$ cat src/hw/rtl/psp_pkg.sv
// ----------------------------------------------------------------------------
// psp_pkg
// Shared types and codes of the PPM stream parser: result record, event
// kinds, error codes, parse phases and character constants.
// ----------------------------------------------------------------------------
package psp_pkg;

    // one result record as it leaves the parser
    typedef struct packed {
        logic [1:0]  kind;
        logic [15:0] value;
        logic [1:0]  chan;
        logic [15:0] column;
        logic [15:0] row;
        logic [15:0] width;
        logic [15:0] height;
        logic [15:0] maxval;
        logic [2:0]  err;
        logic        last;
    } t_result;

    // event kinds
    localparam logic [1:0] KIND_HEADER = 2'd0;
    localparam logic [1:0] KIND_SAMPLE = 2'd1;
    localparam logic [1:0] KIND_END    = 2'd2;
    localparam logic [1:0] KIND_ERROR  = 2'd3;

    // error codes
    localparam logic [2:0] ERR_NONE       = 3'd0;
    localparam logic [2:0] ERR_NOT_PPM    = 3'd1;
    localparam logic [2:0] ERR_BAD_HEADER = 3'd2;
    localparam logic [2:0] ERR_SIZE       = 3'd3;
    localparam logic [2:0] ERR_DATA_ENDED = 3'd4;
    localparam logic [2:0] ERR_BAD_NUMBER = 3'd5;

    // parse phases
    localparam logic [3:0] PH_MAGIC0    = 4'd0;
    localparam logic [3:0] PH_MAGIC1    = 4'd1;
    localparam logic [3:0] PH_MAGIC_SEP = 4'd2;
    localparam logic [3:0] PH_HDR_W     = 4'd3;
    localparam logic [3:0] PH_HDR_H     = 4'd4;
    localparam logic [3:0] PH_HDR_M     = 4'd5;
    localparam logic [3:0] PH_BIN       = 4'd6;
    localparam logic [3:0] PH_ASC       = 4'd7;
    localparam logic [3:0] PH_TRAIL     = 4'd8;

    // characters
    localparam logic [7:0] CH_P     = 8'h50;
    localparam logic [7:0] CH_6     = 8'h36;
    localparam logic [7:0] CH_3     = 8'h33;
    localparam logic [7:0] CH_0     = 8'h30;
    localparam logic [7:0] CH_9     = 8'h39;
    localparam logic [7:0] CH_SPACE = 8'h20;
    localparam logic [7:0] CH_TAB   = 8'h09;
    localparam logic [7:0] CH_CR    = 8'h0D;

    // binary samples take two bytes from this maxval up
    localparam logic [31:0] WIDE_SAMPLE = 32'd256;
    // files shorter than this many bytes are not ppm
    localparam logic [3:0]  MIN_FILE_BYTES = 4'd12;

endpackage

$ cat src/hw/rtl/psp_fifo.sv
// ----------------------------------------------------------------------------
// psp_fifo
// Four-entry result queue: takes zero, one or two records per cycle and
// hands out one record per beat.
// ----------------------------------------------------------------------------
module psp_fifo (
    input  logic              i_clk,
    input  logic              i_rst_n,
    input  logic [1:0]        i_push_cnt,
    input  psp_pkg::t_result  i_push0,
    input  psp_pkg::t_result  i_push1,
    output logic              o_space,
    output logic              o_valid,
    input  logic              i_ready,
    output psp_pkg::t_result  o_data
);

    psp_pkg::t_result r_mem [4];
    logic [1:0] r_wr;
    logic [1:0] r_rd;
    logic [2:0] r_cnt;
    logic       pop;
    logic [1:0] wr_next;

    assign o_valid = (r_cnt != 3'd0);
    assign pop     = o_valid && i_ready;
    assign o_data  = r_mem[r_rd];
    // room for the worst case of two records from one byte
    assign o_space = (r_cnt <= 3'd2);
    assign wr_next = r_wr + 2'd1;

    always_ff @(posedge i_clk) begin
        if (i_push_cnt != 2'd0) begin
            r_mem[r_wr] <= i_push0;
        end
        if (i_push_cnt == 2'd2) begin
            r_mem[wr_next] <= i_push1;
        end
    end

    always_ff @(posedge i_clk) begin
        if (!i_rst_n) begin
            r_wr  <= 2'd0;
            r_rd  <= 2'd0;
            r_cnt <= 3'd0;
        end else begin
            r_wr  <= r_wr + i_push_cnt;
            r_rd  <= r_rd + {1'b0, pop};
            r_cnt <= r_cnt + {1'b0, i_push_cnt} - {2'b0, pop};
        end
    end

    a_no_overflow: assert property (@(posedge i_clk) disable iff (!i_rst_n)
        r_cnt <= 3'd4)
        else $error("result queue overflow");

    a_no_underflow: assert property (@(posedge i_clk) disable iff (!i_rst_n)
        (r_cnt == 3'd0) |=> (r_cnt <= {1'b0, $past(i_push_cnt)}))
        else $error("result queue underflow");

    a_space: assert property (@(posedge i_clk) disable iff (!i_rst_n)
        (i_push_cnt != 2'd0) |-> (r_cnt <= 3'd2))
        else $error("push without room");

endmodule

$ cat src/hw/rtl/ppm_stream_parser.sv
// ----------------------------------------------------------------------------
// ppm_stream_parser
// Byte-serial PPM (P6 binary / P3 ASCII) decoder with streaming ports.
// ----------------------------------------------------------------------------
// Usage:
//   Slave channel: one file byte per beat on i_s_tdata, i_s_tlast on the
//   final byte of the file. Master channel: one event per beat, kind on
//   o_m_tuser (header, sample, end ok, error), o_m_tlast on the last event
//   caused by a given input byte.
//   Each accepted byte is decoded in the cycle it is accepted; its events
//   are written into a four-entry queue register and offered on the
//   master side from the head of that queue.
//   Throughput is one byte per cycle. A byte that yields two events (a
//   sample plus end/error, a header plus error) needs two master beats;
//   o_s_tready drops while fewer than two queue entries are free, so the
//   queue depth and the one-event-per-beat drain set the rate.
//   When the receiver stalls, events wait in the queue and input is taken
//   until fewer than two queue entries are free.
//   Reset (synchronous, active low) returns the parser to expecting the
//   first magic byte and empties the queue. Every end-of-file byte also
//   returns the parser to that state, so files may follow back to back.
// ----------------------------------------------------------------------------
module ppm_stream_parser #(
    parameter int DIM_BITS = 16
) (
    input  logic          i_clk,
    input  logic          i_rst_n,
    // slave: data_byte[7:0]
    input  logic [7:0]    i_s_tdata,
    input  logic          i_s_tlast,
    input  logic          i_s_tvalid,
    output logic          o_s_tready,
    // master: sample_value[15:0], channel[17:16], column[33:18], row[49:34],
    // image_width[65:50], image_height[81:66], max_value[97:82],
    // error_code[100:98], zero pad [103:101]
    output logic [103:0]  o_m_tdata,
    // master: event_kind[1:0]
    output logic [1:0]    o_m_tuser,
    output logic          o_m_tlast,
    output logic          o_m_tvalid,
    input  logic          i_m_tready
);

    localparam int ACC_W = (DIM_BITS >= 16) ? DIM_BITS + 1 : 17;

    logic [3:0]          r_phase, n_phase;
    logic                r_ascii, n_ascii;
    logic [ACC_W-1:0]    r_acc, n_acc;
    logic                r_seen, n_seen;
    logic [ACC_W-1:0]    r_width, n_width;
    logic [ACC_W-1:0]    r_height, n_height;
    logic [ACC_W-1:0]    r_maxval, n_maxval;
    logic [DIM_BITS-1:0] r_col, n_col;
    logic [DIM_BITS-1:0] r_row, n_row;
    logic [1:0]          r_chan, n_chan;
    logic [7:0]          r_hold, n_hold;
    logic                r_half, n_half;
    logic [3:0]          r_hbc, n_hbc;
    logic                r_err, n_err;

    logic                fire;
    logic [7:0]          b;
    logic                eof;
    logic                dig;
    logic                ws;
    logic [ACC_W+3:0]    acc_wide;
    logic [ACC_W-1:0]    acc_next;
    logic [DIM_BITS+15:0] col_ext;
    logic [DIM_BITS+15:0] row_ext;
    logic [DIM_BITS:0]   col_inc;
    logic [DIM_BITS:0]   row_inc;

    logic                hdr_a;
    logic                fail_a;
    logic [2:0]          fail_code;
    logic                take;
    logic [ACC_W-1:0]    samp_val;
    logic                done;
    logic                end_a;
    logic                ended;
    logic [1:0]          nres;

    psp_pkg::t_result    res [2];
    psp_pkg::t_result    q_data;
    logic                q_space;

    function automatic psp_pkg::t_result mk(
        input logic [1:0]  kind,
        input logic [15:0] value,
        input logic [1:0]  chan,
        input logic [15:0] column,
        input logic [15:0] row,
        input logic [15:0] w,
        input logic [15:0] h,
        input logic [15:0] m,
        input logic [2:0]  err
    );
        psp_pkg::t_result t;
        t.kind   = kind;
        t.value  = value;
        t.chan   = chan;
        t.column = column;
        t.row    = row;
        t.width  = w;
        t.height = h;
        t.maxval = m;
        t.err    = err;
        t.last   = 1'b0;
        return t;
    endfunction

    assign fire = i_s_tvalid && o_s_tready;
    assign b    = i_s_tdata;
    assign eof  = i_s_tlast;
    assign dig  = (b >= psp_pkg::CH_0) && (b <= psp_pkg::CH_9);
    assign ws   = (b == psp_pkg::CH_SPACE) || ((b >= psp_pkg::CH_TAB) && (b <= psp_pkg::CH_CR));

    // acc * 10 + digit, saturating at all ones
    assign acc_wide = ({4'd0, r_acc} << 3) + ({4'd0, r_acc} << 1)
                    + {{ACC_W{1'b0}}, (b[3:0] - psp_pkg::CH_0[3:0])};
    assign acc_next = (acc_wide[ACC_W+3:ACC_W] != 4'd0) ? {ACC_W{1'b1}} : acc_wide[ACC_W-1:0];

    assign col_ext = {16'd0, r_col};
    assign row_ext = {16'd0, r_row};
    assign col_inc = {1'b0, r_col} + {{DIM_BITS{1'b0}}, 1'b1};
    assign row_inc = {1'b0, r_row} + {{DIM_BITS{1'b0}}, 1'b1};

    always_comb begin
        n_phase  = r_phase;
        n_ascii  = r_ascii;
        n_acc    = r_acc;
        n_seen   = r_seen;
        n_width  = r_width;
        n_height = r_height;
        n_maxval = r_maxval;
        n_col    = r_col;
        n_row    = r_row;
        n_chan   = r_chan;
        n_hold   = r_hold;
        n_half   = r_half;
        n_hbc    = r_hbc;
        n_err    = r_err;
        hdr_a     = 1'b0;
        fail_a    = 1'b0;
        fail_code = psp_pkg::ERR_NONE;
        take      = 1'b0;
        samp_val  = '0;
        done      = 1'b0;
        end_a     = 1'b0;
        ended     = 1'b0;
        nres      = 2'd0;
        res[0]    = '0;
        res[1]    = '0;

        if (fire) begin
            if (r_hbc < psp_pkg::MIN_FILE_BYTES) begin
                n_hbc = r_hbc + 4'd1;
            end

            if (!r_err) begin
                unique case (r_phase) inside
                    psp_pkg::PH_MAGIC0: begin
                        if (b == psp_pkg::CH_P) begin
                            n_phase = psp_pkg::PH_MAGIC1;
                        end else begin
                            fail_a    = 1'b1;
                            fail_code = psp_pkg::ERR_NOT_PPM;
                        end
                    end
                    psp_pkg::PH_MAGIC1: begin
                        if (b == psp_pkg::CH_6 || b == psp_pkg::CH_3) begin
                            n_ascii = (b == psp_pkg::CH_3);
                            n_phase = psp_pkg::PH_MAGIC_SEP;
                        end else begin
                            fail_a    = 1'b1;
                            fail_code = psp_pkg::ERR_NOT_PPM;
                        end
                    end
                    psp_pkg::PH_MAGIC_SEP: begin
                        if (ws) begin
                            n_phase = psp_pkg::PH_HDR_W;
                        end else begin
                            fail_a    = 1'b1;
                            fail_code = psp_pkg::ERR_BAD_HEADER;
                        end
                    end
                    psp_pkg::PH_HDR_W, psp_pkg::PH_HDR_H, psp_pkg::PH_HDR_M: begin
                        if (dig) begin
                            n_acc  = acc_next;
                            n_seen = 1'b1;
                        end else if (ws) begin
                            if (r_seen) begin
                                if (r_phase == psp_pkg::PH_HDR_W) begin
                                    n_width = r_acc;
                                end else if (r_phase == psp_pkg::PH_HDR_H) begin
                                    n_height = r_acc;
                                end else begin
                                    n_maxval = r_acc;
                                end
                                n_acc  = '0;
                                n_seen = 1'b0;
                                if (r_phase == psp_pkg::PH_HDR_M) begin
                                    if (r_width == '0 || r_width[ACC_W-1:DIM_BITS] != '0 ||
                                        r_height == '0 || r_height[ACC_W-1:DIM_BITS] != '0 ||
                                        r_acc == '0 || r_acc[ACC_W-1:16] != '0) begin
                                        fail_a    = 1'b1;
                                        fail_code = psp_pkg::ERR_BAD_HEADER;
                                    end else begin
                                        hdr_a   = 1'b1;
                                        n_phase = r_ascii ? psp_pkg::PH_ASC : psp_pkg::PH_BIN;
                                    end
                                end else begin
                                    n_phase = r_phase + 4'd1;
                                end
                            end
                        end else begin
                            fail_a    = 1'b1;
                            fail_code = psp_pkg::ERR_BAD_HEADER;
                        end
                    end
                    psp_pkg::PH_BIN: begin
                        if (r_maxval >= psp_pkg::WIDE_SAMPLE[ACC_W-1:0]) begin
                            if (!r_half) begin
                                n_hold = b;
                                n_half = 1'b1;
                            end else begin
                                n_half   = 1'b0;
                                take     = 1'b1;
                                samp_val = {{(ACC_W-16){1'b0}}, r_hold, b};
                            end
                        end else begin
                            take     = 1'b1;
                            samp_val = {{(ACC_W-8){1'b0}}, b};
                        end
                    end
                    psp_pkg::PH_ASC: begin
                        if (!dig && !ws) begin
                            fail_a    = 1'b1;
                            fail_code = psp_pkg::ERR_BAD_NUMBER;
                        end else if (r_seen || dig) begin
                            if (dig) begin
                                n_acc  = acc_next;
                                n_seen = 1'b1;
                            end
                            // a digit on the final byte also closes the number
                            if (ws || eof) begin
                                take     = 1'b1;
                                samp_val = dig ? acc_next : r_acc;
                                n_acc    = '0;
                                n_seen   = 1'b0;
                            end
                        end
                    end
                    default: begin
                        if (!ws) begin
                            fail_a    = 1'b1;
                            fail_code = psp_pkg::ERR_SIZE;
                        end else if (eof) begin
                            end_a = 1'b1;
                        end
                    end
                endcase
            end

            if (hdr_a) begin
                res[nres[0]] = mk(psp_pkg::KIND_HEADER, 16'd0, 2'd0, 16'd0, 16'd0,
                                  n_width[15:0], n_height[15:0], n_maxval[15:0],
                                  psp_pkg::ERR_NONE);
                nres = nres + 2'd1;
            end
            if (fail_a) begin
                res[nres[0]] = mk(psp_pkg::KIND_ERROR, 16'd0, 2'd0, 16'd0, 16'd0,
                                  n_width[15:0], n_height[15:0], n_maxval[15:0],
                                  fail_code);
                nres  = nres + 2'd1;
                n_err = 1'b1;
            end
            if (end_a) begin
                res[nres[0]] = mk(psp_pkg::KIND_END, 16'd0, 2'd0, 16'd0, 16'd0,
                                  n_width[15:0], n_height[15:0], n_maxval[15:0],
                                  psp_pkg::ERR_NONE);
                nres  = nres + 2'd1;
                ended = 1'b1;
            end

            if (take) begin
                if (samp_val > n_maxval) begin
                    res[nres[0]] = mk(psp_pkg::KIND_ERROR, 16'd0, 2'd0, 16'd0, 16'd0,
                                      n_width[15:0], n_height[15:0], n_maxval[15:0],
                                      psp_pkg::ERR_BAD_NUMBER);
                    nres  = nres + 2'd1;
                    n_err = 1'b1;
                end else begin
                    res[nres[0]] = mk(psp_pkg::KIND_SAMPLE, samp_val[15:0], r_chan,
                                      col_ext[15:0], row_ext[15:0],
                                      n_width[15:0], n_height[15:0], n_maxval[15:0],
                                      psp_pkg::ERR_NONE);
                    nres = nres + 2'd1;
                    // advance channel, then column, then row
                    if (r_chan == 2'd2) begin
                        n_chan = 2'd0;
                        if (col_inc == n_width[DIM_BITS:0]) begin
                            n_col = '0;
                            n_row = row_inc[DIM_BITS-1:0];
                            done  = (row_inc == n_height[DIM_BITS:0]);
                        end else begin
                            n_col = col_inc[DIM_BITS-1:0];
                        end
                    end else begin
                        n_chan = r_chan + 2'd1;
                    end
                    if (done) begin
                        if (eof) begin
                            res[nres[0]] = mk(psp_pkg::KIND_END, 16'd0, 2'd0, 16'd0, 16'd0,
                                              n_width[15:0], n_height[15:0], n_maxval[15:0],
                                              psp_pkg::ERR_NONE);
                            nres  = nres + 2'd1;
                            ended = 1'b1;
                        end else if (r_phase == psp_pkg::PH_BIN) begin
                            res[nres[0]] = mk(psp_pkg::KIND_ERROR, 16'd0, 2'd0, 16'd0, 16'd0,
                                              n_width[15:0], n_height[15:0], n_maxval[15:0],
                                              psp_pkg::ERR_SIZE);
                            nres  = nres + 2'd1;
                            n_err = 1'b1;
                        end else begin
                            n_phase = psp_pkg::PH_TRAIL;
                        end
                    end
                end
            end

            // early end of file
            if (eof && !n_err && !ended) begin
                if (n_hbc < psp_pkg::MIN_FILE_BYTES) begin
                    fail_code = psp_pkg::ERR_NOT_PPM;
                end else if (n_phase == psp_pkg::PH_BIN) begin
                    fail_code = psp_pkg::ERR_SIZE;
                end else if (n_phase == psp_pkg::PH_ASC) begin
                    fail_code = psp_pkg::ERR_DATA_ENDED;
                end else begin
                    fail_code = psp_pkg::ERR_BAD_HEADER;
                end
                res[nres[0]] = mk(psp_pkg::KIND_ERROR, 16'd0, 2'd0, 16'd0, 16'd0,
                                  n_width[15:0], n_height[15:0], n_maxval[15:0],
                                  fail_code);
                nres = nres + 2'd1;
            end

            if (nres == 2'd1) begin
                res[0].last = 1'b1;
            end else if (nres == 2'd2) begin
                res[1].last = 1'b1;
            end

            // every end of file returns to the reset state
            if (eof) begin
                n_phase  = psp_pkg::PH_MAGIC0;
                n_ascii  = 1'b0;
                n_acc    = '0;
                n_seen   = 1'b0;
                n_width  = '0;
                n_height = '0;
                n_maxval = '0;
                n_col    = '0;
                n_row    = '0;
                n_chan   = 2'd0;
                n_hold   = 8'd0;
                n_half   = 1'b0;
                n_hbc    = 4'd0;
                n_err    = 1'b0;
            end
        end
    end

    always_ff @(posedge i_clk) begin
        if (!i_rst_n) begin
            r_phase  <= psp_pkg::PH_MAGIC0;
            r_ascii  <= 1'b0;
            r_acc    <= '0;
            r_seen   <= 1'b0;
            r_width  <= '0;
            r_height <= '0;
            r_maxval <= '0;
            r_col    <= '0;
            r_row    <= '0;
            r_chan   <= 2'd0;
            r_hold   <= 8'd0;
            r_half   <= 1'b0;
            r_hbc    <= 4'd0;
            r_err    <= 1'b0;
        end else begin
            r_phase  <= n_phase;
            r_ascii  <= n_ascii;
            r_acc    <= n_acc;
            r_seen   <= n_seen;
            r_width  <= n_width;
            r_height <= n_height;
            r_maxval <= n_maxval;
            r_col    <= n_col;
            r_row    <= n_row;
            r_chan   <= n_chan;
            r_hold   <= n_hold;
            r_half   <= n_half;
            r_hbc    <= n_hbc;
            r_err    <= n_err;
        end
    end

    psp_fifo u_fifo (
        .i_clk      (i_clk),
        .i_rst_n    (i_rst_n),
        .i_push_cnt (nres),
        .i_push0    (res[0]),
        .i_push1    (res[1]),
        .o_space    (q_space),
        .o_valid    (o_m_tvalid),
        .i_ready    (i_m_tready),
        .o_data     (q_data)
    );

    assign o_s_tready = q_space;
    assign o_m_tuser  = q_data.kind;
    assign o_m_tlast  = q_data.last;
    assign o_m_tdata  = {3'd0, q_data.err, q_data.maxval, q_data.height, q_data.width,
                         q_data.row, q_data.column, q_data.chan, q_data.value};

    a_eof_resets: assert property (@(posedge i_clk) disable iff (!i_rst_n)
        (fire && i_s_tlast) |=> (r_phase == psp_pkg::PH_MAGIC0 && !r_err && r_hbc == 4'd0))
        else $error("state not cleared after end of file");

    a_silent_after_error: assert property (@(posedge i_clk) disable iff (!i_rst_n)
        (fire && r_err) |-> (nres == 2'd0))
        else $error("result produced after an error");

    a_chan_range: assert property (@(posedge i_clk) disable iff (!i_rst_n)
        r_chan != 2'd3)
        else $error("channel counter out of range");

    a_half_in_binary: assert property (@(posedge i_clk) disable iff (!i_rst_n)
        r_half |-> (r_phase == psp_pkg::PH_BIN))
        else $error("byte pair pending outside binary data");

    a_col_in_width: assert property (@(posedge i_clk) disable iff (!i_rst_n)
        (r_phase == psp_pkg::PH_BIN || r_phase == psp_pkg::PH_ASC) |->
        ({{(ACC_W-DIM_BITS){1'b0}}, r_col} < r_width))
        else $error("column beyond image width");

endmodule
$ cat config.mk
export PLATFORM = sky130hd
export DESIGN_NAME = ppm_stream_parser
export DESIGN_NICKNAME = d
export VERILOG_FILES = /design/src/hw/rtl/psp_pkg.sv /design/src/hw/rtl/psp_fifo.sv /design/src/hw/rtl/ppm_stream_parser.sv
export SDC_FILE = /design/constraint.sdc
export NUM_CORES = 1
export LEC_CHECK = 0
export BUFFER_PORTS_ARGS = -buffer_cell sky130_fd_sc_hd__buf_4
export CORE_AREA = 5 5 230 232
export CTS_CLUSTER_SIZE = 20
export DETAILED_ROUTE_END_ITERATION = 10
export DIE_AREA = 0 0 235 237
export PLACE_DENSITY = 0.76
export SLEW_MARGIN = 20
export SYNTH_ARGS = -nofsm -noshare
export SYNTH_HDL_FRONTEND = slang
export SYNTH_SLANG_ARGS = --single-unit
$ cat constraint.sdc
create_clock -name i_clk -period 45.7 [get_ports i_clk]
set_clock_uncertainty 0.1 [all_clocks]
set_input_delay 13.71 -clock i_clk [delete_from_list [all_inputs] [get_ports i_clk]]
set_output_delay 13.71 -clock i_clk [all_outputs]
set_load 0.005 [all_outputs]
==> Flow_metrics.wiki, run 1 <==
{| class="wikitable"
! Metric !! Value
|-
| Outcome || completed
|-
| Hold-fix buffer count after cts || 0
|-
| Horizontal die dimension || 235 um
|-
| Post-layout min period || 23.06 ns
|-
| Top Usage Layer GRT || met2
|-
| Dominant cells by area after synthesis || sky130_fd_sc_hd__edfxtp_1 (41%), sky130_fd_sc_hd__dfxtp_1 (8.5%), sky130_fd_sc_hd__mux2i_1 (8.4%), sky130_fd_sc_hd__mux4_2 (7.7%), sky130_fd_sc_hd__nand2_1 (2.9%)
|-
| Final estimated routing congestion in global placement || 0.9689
|-
| H-tree depth || 2
|-
| Vertical die dimension || 237 um
|-
| Net switching power of the design || 0.3828 mW
|-
| Launching element of the worst setup path || i_s_tdata[2]
|-
| Inserted Clock Buffers || 55
|-
| Hold Crit Class || flip-flop to flip-flop
|-
| Final layout net count || 2770
|-
| Largest net degree at the start of global routing || 85
|-
| Post-synthesis area per instance || 11.41 sq um
|-
| Leakage || 10.79 nW
|-
| Commonest cells after routing, fill and taps aside || sky130_fd_sc_hd__edfxtp_1 (416), sky130_fd_sc_hd__mux2i_1 (256), sky130_fd_sc_hd__nand2_1 (237)
|-
| Worst setup path category || input pin to flip-flop
|-
| Number of setup violations in the final report || 0
|-
| Synthesized instance count || 2679
|-
| Cell depth of the worst flop-to-flop path || 27
|-
| Clock tree from TritonCTS || done
|-
| Sequential fraction of design power || 0.439
|-
| Layout-stage area growth over the synthesis result || 9.679%
|-
| Final clock period utilization by the worst path || 0.5045
|-
| Num Clock Sinks || 545
|-
| Post-cts resize count || 0
|-
| GR met3 Demand/Resource || 0.06394
|-
| Root cell of the clock tree || sky130_fd_sc_hd__clkbuf_16
|-
| Number of optimization iterations in the first detailed-route pass || 6
|-
| Number of cell rows || 83
|-
| Count of cells along the worst hold path || 2
|-
| Placeable core region || 50780 sq um
|-
| Worst r2r dst || u_fifo.r_mem[2][63]
|-
| Count of buffers inserted at the top-level ports || 118
|-
| Reg-to-reg startpoint || r_acc[2]
|-
| Antenna violation net count after detailed routing || 0
|-
| Initial drt markers || 2961
|-
| Sort of element at the end of the critical path || flip-flop
|-
| Hold Vio Cnt, Final || 0
|-
| Data arrival time of the critical path || 23.19 ns
|-
| Clock group share of total power || 0.339
|-
| Power Dens Cells || 40.68 nW/um^2
|-
| Largest area contributor in the synthesized netlist || sky130_fd_sc_hd__edfxtp_1
|-
| Max_cap viols || 0
|-
| Relative contribution of combinational cells to total power || 0.221
|-
| Post-route DRC violation count || 0
|-
| Total congestion overflow || 0
|-
| Setup slack of the critical path after layout || 22.64 ns
|-
| Commonest register cell after synthesis || sky130_fd_sc_hd__edfxtp_1
|-
| Clock Latency Late Sink || 0.62 ns
|-
| Maximum fanout count along the critical path || 60
|-
| Setup Total Neg Slack || 0 ns
|-
| Total inserted antenna cells || 0
|-
| Die footprint || 55700 sq um
|-
| Antenna violations before repair || 0
|-
| Yosys warnings || 0
|-
| Routed vias/inst || 6.795
|-
| Setup slack of the worst register-to-register path || 35.02 ns
|-
| Number of buffers on the longest clock path || 3
|-
| CP startpoint kind || input pin
|-
| Async S/R FF share, synth || 0
|-
| Overall Global Routing Usage || 0.3077
|-
| Share of final-layout standard cells stronger than drive strength 1 || 0.1695
|-
| Initial core utilization || 0.6018
|-
| Number of global-route vias before repair || 22440
|-
| Highest achievable clock rate || 0.04337 GHz
|-
| Power after layout || 1.363 mW
|-
| Worst-margin pin slew || 1.214 ns
|-
| Number of top-level pins || 122
|-
| Critical-path top delay cell || sky130_fd_sc_hd__nor2b_1
|-
| Worst IR Drop VDD || 0.02900 mV
|-
| End point of the critical path || u_fifo.r_mem[2][63]
|-
| Global-route track usage on met1 || 0.4432
|-
| Fraction of power spent switching nets || 0.2808
|-
| Headroom to the max-slew limit || 0.1850
|-
| Sequential element share of the synthesized area || 0.4933
|-
| Detailed placement HPWL || 58300 um
|-
| DRT Wirelength || 88630 um
|-
| Clock edge transition at the registers on the reported setup and hold paths || 0.06 ns
|-
| Vias after detailed routing || 23184
|-
| Commonest non-fill, non-tap cell in the layout || sky130_fd_sc_hd__edfxtp_1
|-
| Max Transition Viols Final || 0
|-
| Unrepaired setup endpoints after global routing || no
|-
| Met2 Resource Use GR || 0.4709
|-
| Setup Fix Bufs, Post-CTS || 0
|-
| Netlist cell types || 98
|-
| Count of flip-flops with a built-in enable after synthesis || 416
|-
| Flip-flop and latch count after synthesis || 545
|-
| Total internal power || 0.9806 mW
|-
| Fraction of synthesized cell area taken by the top area cell type || 0.4088
|-
| Detailed-route wire length per cell || 25.98 um
|-
| First-pass GRT wire length || 135500 um
|-
| Area of the mapped netlist || 30560 sq um
|-
| Worst slack at placement || 22.19 ns
|-
| Largest stage delay on the critical path || 0.88 ns
|-
| Data required time at the worst endpoint || 45.83 ns
|}
[how the worst min path moves through the flow]
stage                           start     endpoint  slack, ns
after floorplan               r_ascii      r_ascii       0.36
after global placement       r_hbc[3]     r_hbc[3]       0.38
after detailed placement    r_hold[0]    r_hold[0]       0.39
after CTS                   r_hold[0]    r_hold[0]       0.41
after global routing      r_maxval[1]  r_maxval[1]       0.43
final                       r_hold[0]    r_hold[0]       0.41
[state kept, by name, indices dropped and copies added (netlist names), 4 cells and up]
name          count
r_hold            8
r_height         17
u_fifo.r_mem    416
r_row            16
r_phase           4
r_width          17
r_hbc             4
r_maxval         17
r_col            16
r_acc            17
[logic make-up after synthesis]
family,synth area share
AO/OA/AOI/OAI,0.09372
XOR/XNOR,0.02137
adder cells (fa/ha/maj),0.03022
buffers and inverters,0.03947
flip-flops,0.4933
multiplexers,0.1668
other,0.0001227
AND/OR/NAND/NOR,0.1551
[power groups by stage]
stage	clock (mW)	combinational, mW	sequential, mW
after global routing	0.483	0.319	0.604
after detailed placement	0	0.303	0.610
final	0.462	0.302	0.599
after CTS	0.463	0.304	0.600
after global placement	0	0.300	0.607
after floorplan	0	0.181	0.598
[layout make-up]
type,count,area [sq um]
Clock buffer,67,1453
Fill cell,3761,17260
Inverter,44,166.4
Timing Repair Buffer,161,1209
Sequential cell,545,15080
Tap cell,680,850.8
Clock inverter,37,361.6
Multi-Input combinational cell,1878,14400
[synthesized netlist by cell type, drive strengths merged, types with 6 or more instances]
cell type,count
a211o,7
a211oi,13
a21boi,20
a21o,15
a21oi,127
a22oi,65
a32oi,7
and2,22
and3,17
and4,6
buf,89
clkbuf,125
dfxtp,129
edfxtp,416
ha,69
inv,44
mux2,17
mux2i,256
mux4,104
nand2,241
nand2b,10
nand3,69
nand3b,8
nand4,26
nand4b,6
nor2,198
nor2b,17
nor3,181
nor3b,7
nor4,43
nor4b,15
o211ai,7
o21a,14
o21ai,94
o31ai,8
or2,8
or3,20
or4,14
xnor2,44
xor2,28
[layer usage]
metal  up-vias  part of all wire
met5         -                 0
met4         0             0.037
met3       191              0.10
met2      1351              0.45
met1     11473              0.40
li1      10169                 -
[metrics by stage]
step           cells    util  cell area, sq um  hold slack (ns)
2_1_floorplan   2681       -             30570           0.3581
3_3_place_gp    3308  0.6242             31700           0.3836
3_5_place_dp    3308  0.6242             31700           0.3927
4_1_cts         3412  0.6600             33510           0.4114
5_1_grt         3412  0.6600             33520           0.4340
6_report        3412  0.6600             33520           0.4089
[worst max-delay path: cells and delay by family]
kind                       cells  cell delay, ns
AOI/OAI and AO/OA             12            3.60
adders and majority gates      4            1.33
buffers and inverters          3            1.59
and+or+nand+nor               10            2.83
(Power assumes the default switching activity.)
==> inputs of run 2 (changes only) <==
--- a/config.mk
+++ b/config.mk
@@ -6,11 +6,11 @@
 export NUM_CORES = 1
 export LEC_CHECK = 0
 export BUFFER_PORTS_ARGS = -buffer_cell sky130_fd_sc_hd__buf_4
-export CORE_AREA = 5 5 230 232
+export CORE_AREA = 5 5 238 240
 export CTS_CLUSTER_SIZE = 20
 export DETAILED_ROUTE_END_ITERATION = 10
-export DIE_AREA = 0 0 235 237
-export PLACE_DENSITY = 0.76
+export DIE_AREA = 0 0 243 245
+export PLACE_DENSITY = 0.75
 export SLEW_MARGIN = 20
 export SYNTH_ARGS = -nofsm -noshare
 export SYNTH_HDL_FRONTEND = slang
==> constraint.sdc (replaced) <==
create_clock -name i_clk -period 21.1 [get_ports i_clk]
set_clock_uncertainty 0.1 [all_clocks]
set_input_delay 6.33 -clock i_clk [delete_from_list [all_inputs] [get_ports i_clk]]
set_output_delay 6.33 -clock i_clk [all_outputs]
set_load 0.005 [all_outputs]
==> run 2 against run 1 <==
  * Power is 120% higher
  * Cell area is 0.30% higher
  * First-iteration DRC count is 7.0% lower
  * Non-clock buffer count is 5 higher
  * Sequential cell count stayed put
  * Die area is 6.9% higher
==> Flow_metrics.wiki, run 2 (synthesis gave the netlist of run 1 again) <==
{| class="wikitable"
! Metric !! Value
|-
| Headroom to the max-slew limit || 0.2295 (was 0.1850)
|-
| Number of setup violations in the final report || 0 (unchanged)
|-
| Worst IR Drop VDD || 0.06353 mV (was 0.02900 mV)
|-
| Overall Global Routing Usage || 0.2918 (was 0.3077)
|-
| Worst-margin pin slew || 1.156 ns (was 1.214 ns)
|-
| Total congestion overflow || 0 (unchanged)
|-
| Relative contribution of combinational cells to total power || 0.225 (was 0.221)
|-
| Data arrival time of the critical path || 15.44 ns (was 23.19 ns)
|-
| Total inserted antenna cells || 0 (unchanged)
|-
| Layout-stage area growth over the synthesis result || 10.01% (was 9.679%)
|-
| Total internal power || 2.122 mW (was 0.9806 mW)
|-
| Die footprint || 59540 sq um (was 55700 sq um)
|-
| Setup Fix Bufs, Post-CTS || 0 (unchanged)
|-
| Final layout net count || 2776 (was 2770)
|-
| Finished Cell Area || 33620 sq um (was 33520 sq um)
|-
| Final clock period utilization by the worst path || 0.7253
|-
| Data required time at the worst endpoint || 21.23 ns (was 45.83 ns)
|-
| Number of cells in the design after placement || 3337 (was 3308)
|-
| Max Transition Viols Final || 0 (unchanged)
|-
| First-pass GRT wire length || 136400 um (was 135500 um)
|-
| Initial drt markers || 2753 (was 2961)
|-
| Sort of element at the end of the critical path || flip-flop (unchanged)
|-
| Setup slack of the critical path after layout || 5.797 ns (was 22.64 ns)
|-
| Root cell of the clock tree || sky130_fd_sc_hd__clkbuf_16 (unchanged)
|-
| Sequential fraction of design power || 0.438 (was 0.439)
|-
| Filler Cells Inserted || 4255 (was 3761)
|-
| Number of global-route vias before repair || 22401 (was 22440)
|-
| Largest stage delay on the critical path || 0.84 ns (was 0.88 ns)
|-
| Final Core Density || 0.6175 (was 0.6600)
|-
| Clock tree from TritonCTS || done (unchanged)
|-
| Vertical die dimension || 245 um (was 237 um)
|-
| Max FFs per register || 416 (unchanged)
|-
| Largest net degree at the start of global routing || 77 (was 85)
|-
| Clock Latency Late Sink || 0.62 ns (about the same)
|-
| Commonest non-fill, non-tap cell in the layout || sky130_fd_sc_hd__edfxtp_1 (unchanged)
|-
| Post-cts resize count || 0 (unchanged)
|-
| Setup Total Neg Slack || 0 ns (unchanged)
|-
| Antenna violation net count after detailed routing || 0 (unchanged)
|-
| Number of optimization iterations in the first detailed-route pass || 6 (unchanged)
|-
| Share of final-layout standard cells stronger than drive strength 1 || 0.1706 (was 0.1695)
|-
| Maximum fanout count along the critical path || 60 (unchanged)
|-
| Unrepaired setup endpoints after global routing || no (unchanged)
|-
| Horizontal die dimension || 243 um (was 235 um)
|-
| Num Clock Sinks || 545 (unchanged)
|-
| Register with the most flip-flops || u_fifo.r_mem (unchanged)
|-
| Number of cell rows || 86 (was 83)
|-
| Detailed placement HPWL || 58190 um (was 58300 um)
|-
| Count of buffers inserted at the top-level ports || 118 (unchanged)
|-
| Number of top-level pins || 122 (unchanged)
|-
| Commonest cells after routing, fill and taps aside || sky130_fd_sc_hd__edfxtp_1 (416), sky130_fd_sc_hd__mux2i_1 (256), sky130_fd_sc_hd__nand2_1 (237) (unchanged)
|-
| CP startpoint kind || input pin (unchanged)
|-
| Vias after detailed routing || 22924 (was 23184)
|-
| Routed vias/inst || 6.660 (was 6.795)
|-
| Final estimated routing congestion in global placement || 0.9990 (was 0.9689)
|-
| Post-layout min period || 15.30 ns
|-
| Critical-path top delay cell || sky130_fd_sc_hd__buf_4 (was sky130_fd_sc_hd__nor2b_1)
|-
| Worst setup path category || input pin to flip-flop (unchanged)
|-
| Placeable core region || 54450 sq um (was 50780 sq um)
|-
| Detailed-route wire length per cell || 25.80 um (was 25.98 um)
|-
| Power Dens Cells || 87.81 nW/um^2 (was 40.68 nW/um^2)
|-
| Instance area after placement || 31770 sq um (was 31700 sq um)
|-
| Number of buffers on the longest clock path || 3 (unchanged)
|-
| Leakage || 10.83 nW (was 10.79 nW)
|-
| Antenna violations before repair || 1 (was 0)
|-
| Hold-fix buffer count after cts || 0 (unchanged)
|-
| Highest achievable clock rate || 0.06534 GHz
|-
| Filler-free cell count of the finished design || 3442 (was 3412)
|-
| Worst slack at placement || 4.985 ns (was 22.19 ns)
|-
| Max_cap viols || 0 (unchanged)
|-
| Clock edge transition at the registers on the reported setup and hold paths || 0.06 ns (about the same)
|-
| Initial core utilization || 0.5613 (was 0.6018)
|-
| Hold Crit Class || flip-flop to flip-flop (unchanged)
|-
| Post-route DRC violation count || 0 (unchanged)
|-
| Outcome || completed (unchanged)
|-
| Hold Vio Cnt, Final || 0 (unchanged)
|-
| DRT Wirelength || 88810 um (was 88630 um)
|-
| Fraction of power spent switching nets || 0.2812 (was 0.2808)
|-
| H-tree depth || 2 (unchanged)
|-
| Net switching power of the design || 0.8300 mW (was 0.3828 mW)
|-
| Inserted Clock Buffers || 56 (was 55)
|-
| Clock group share of total power || 0.337 (was 0.339)
|}
[run 2: final timing paths]
kind              slack (ns)             endpoint  cells past startpoint          from
hold reg to reg         0.41          r_maxval[7]                      2   r_maxval[7]
setup / recovery        5.80  u_fifo.r_mem[0][57]                     30  i_s_tdata[2]
hold / removal          0.41          r_maxval[7]                      2   r_maxval[7]
setup reg to reg       11.20  u_fifo.r_mem[0][57]                     30      r_acc[0]
[run 2: metrics by stage]
step,hold slack (ns),total power [mW]
after global placement,0.3858,1.973
after detailed placement,0.3919,1.983
after floorplan,0.3581,1.688
after CTS,0.4108,2.968
after global routing,0.4377,3.057
final,0.4073,2.952
[run 2: area by class of cell]
class	count	area [sq um]	share of cell area
repair buffers	166	1246	0.03707
clock inverters	32	310.3	0.009230
multi-input cells	1878	14410	0.4285
clock buffers	73	1526	0.04540
well taps	704	880.8	0.02620
inverters	44	166.4	0.004950
flip-flops and latches	545	15080	0.4486
[run 2: worst max-delay path: cells and delay by family]
family | cells | cell delay, ns
fa+ha+maj | 4 | 1.32
buf+inv | 4 | 1.69
simple gates | 9 | 2.58
compound gates | 12 | 3.26
mux | 1 | 0.11
[run 2: metal layers]
metal | vias up | GRT usage | part of all wire
met5 | - | 0 | 0.00015
met4 | 2 | 0.08561 | 0.029
met3 | 181 | 0.06228 | 0.10
met2 | 1220 | 0.4532 | 0.46
met1 | 11319 | 0.4196 | 0.41
li1 | 10202 | - | -
[run 2: power groups by stage]
| stage | Combinational (mW) | Clock (mW) | Sequential [mW] |
|---|---|---|---|
| final | 0.663 | 0.996 | 1.29 |
| after global routing | 0.703 | 1.05 | 1.30 |
| after CTS | 0.669 | 1.01 | 1.29 |
| after detailed placement | 0.666 | 0 | 1.32 |
| after global placement | 0.663 | 0 | 1.31 |
| after floorplan | 0.393 | 0 | 1.30 |
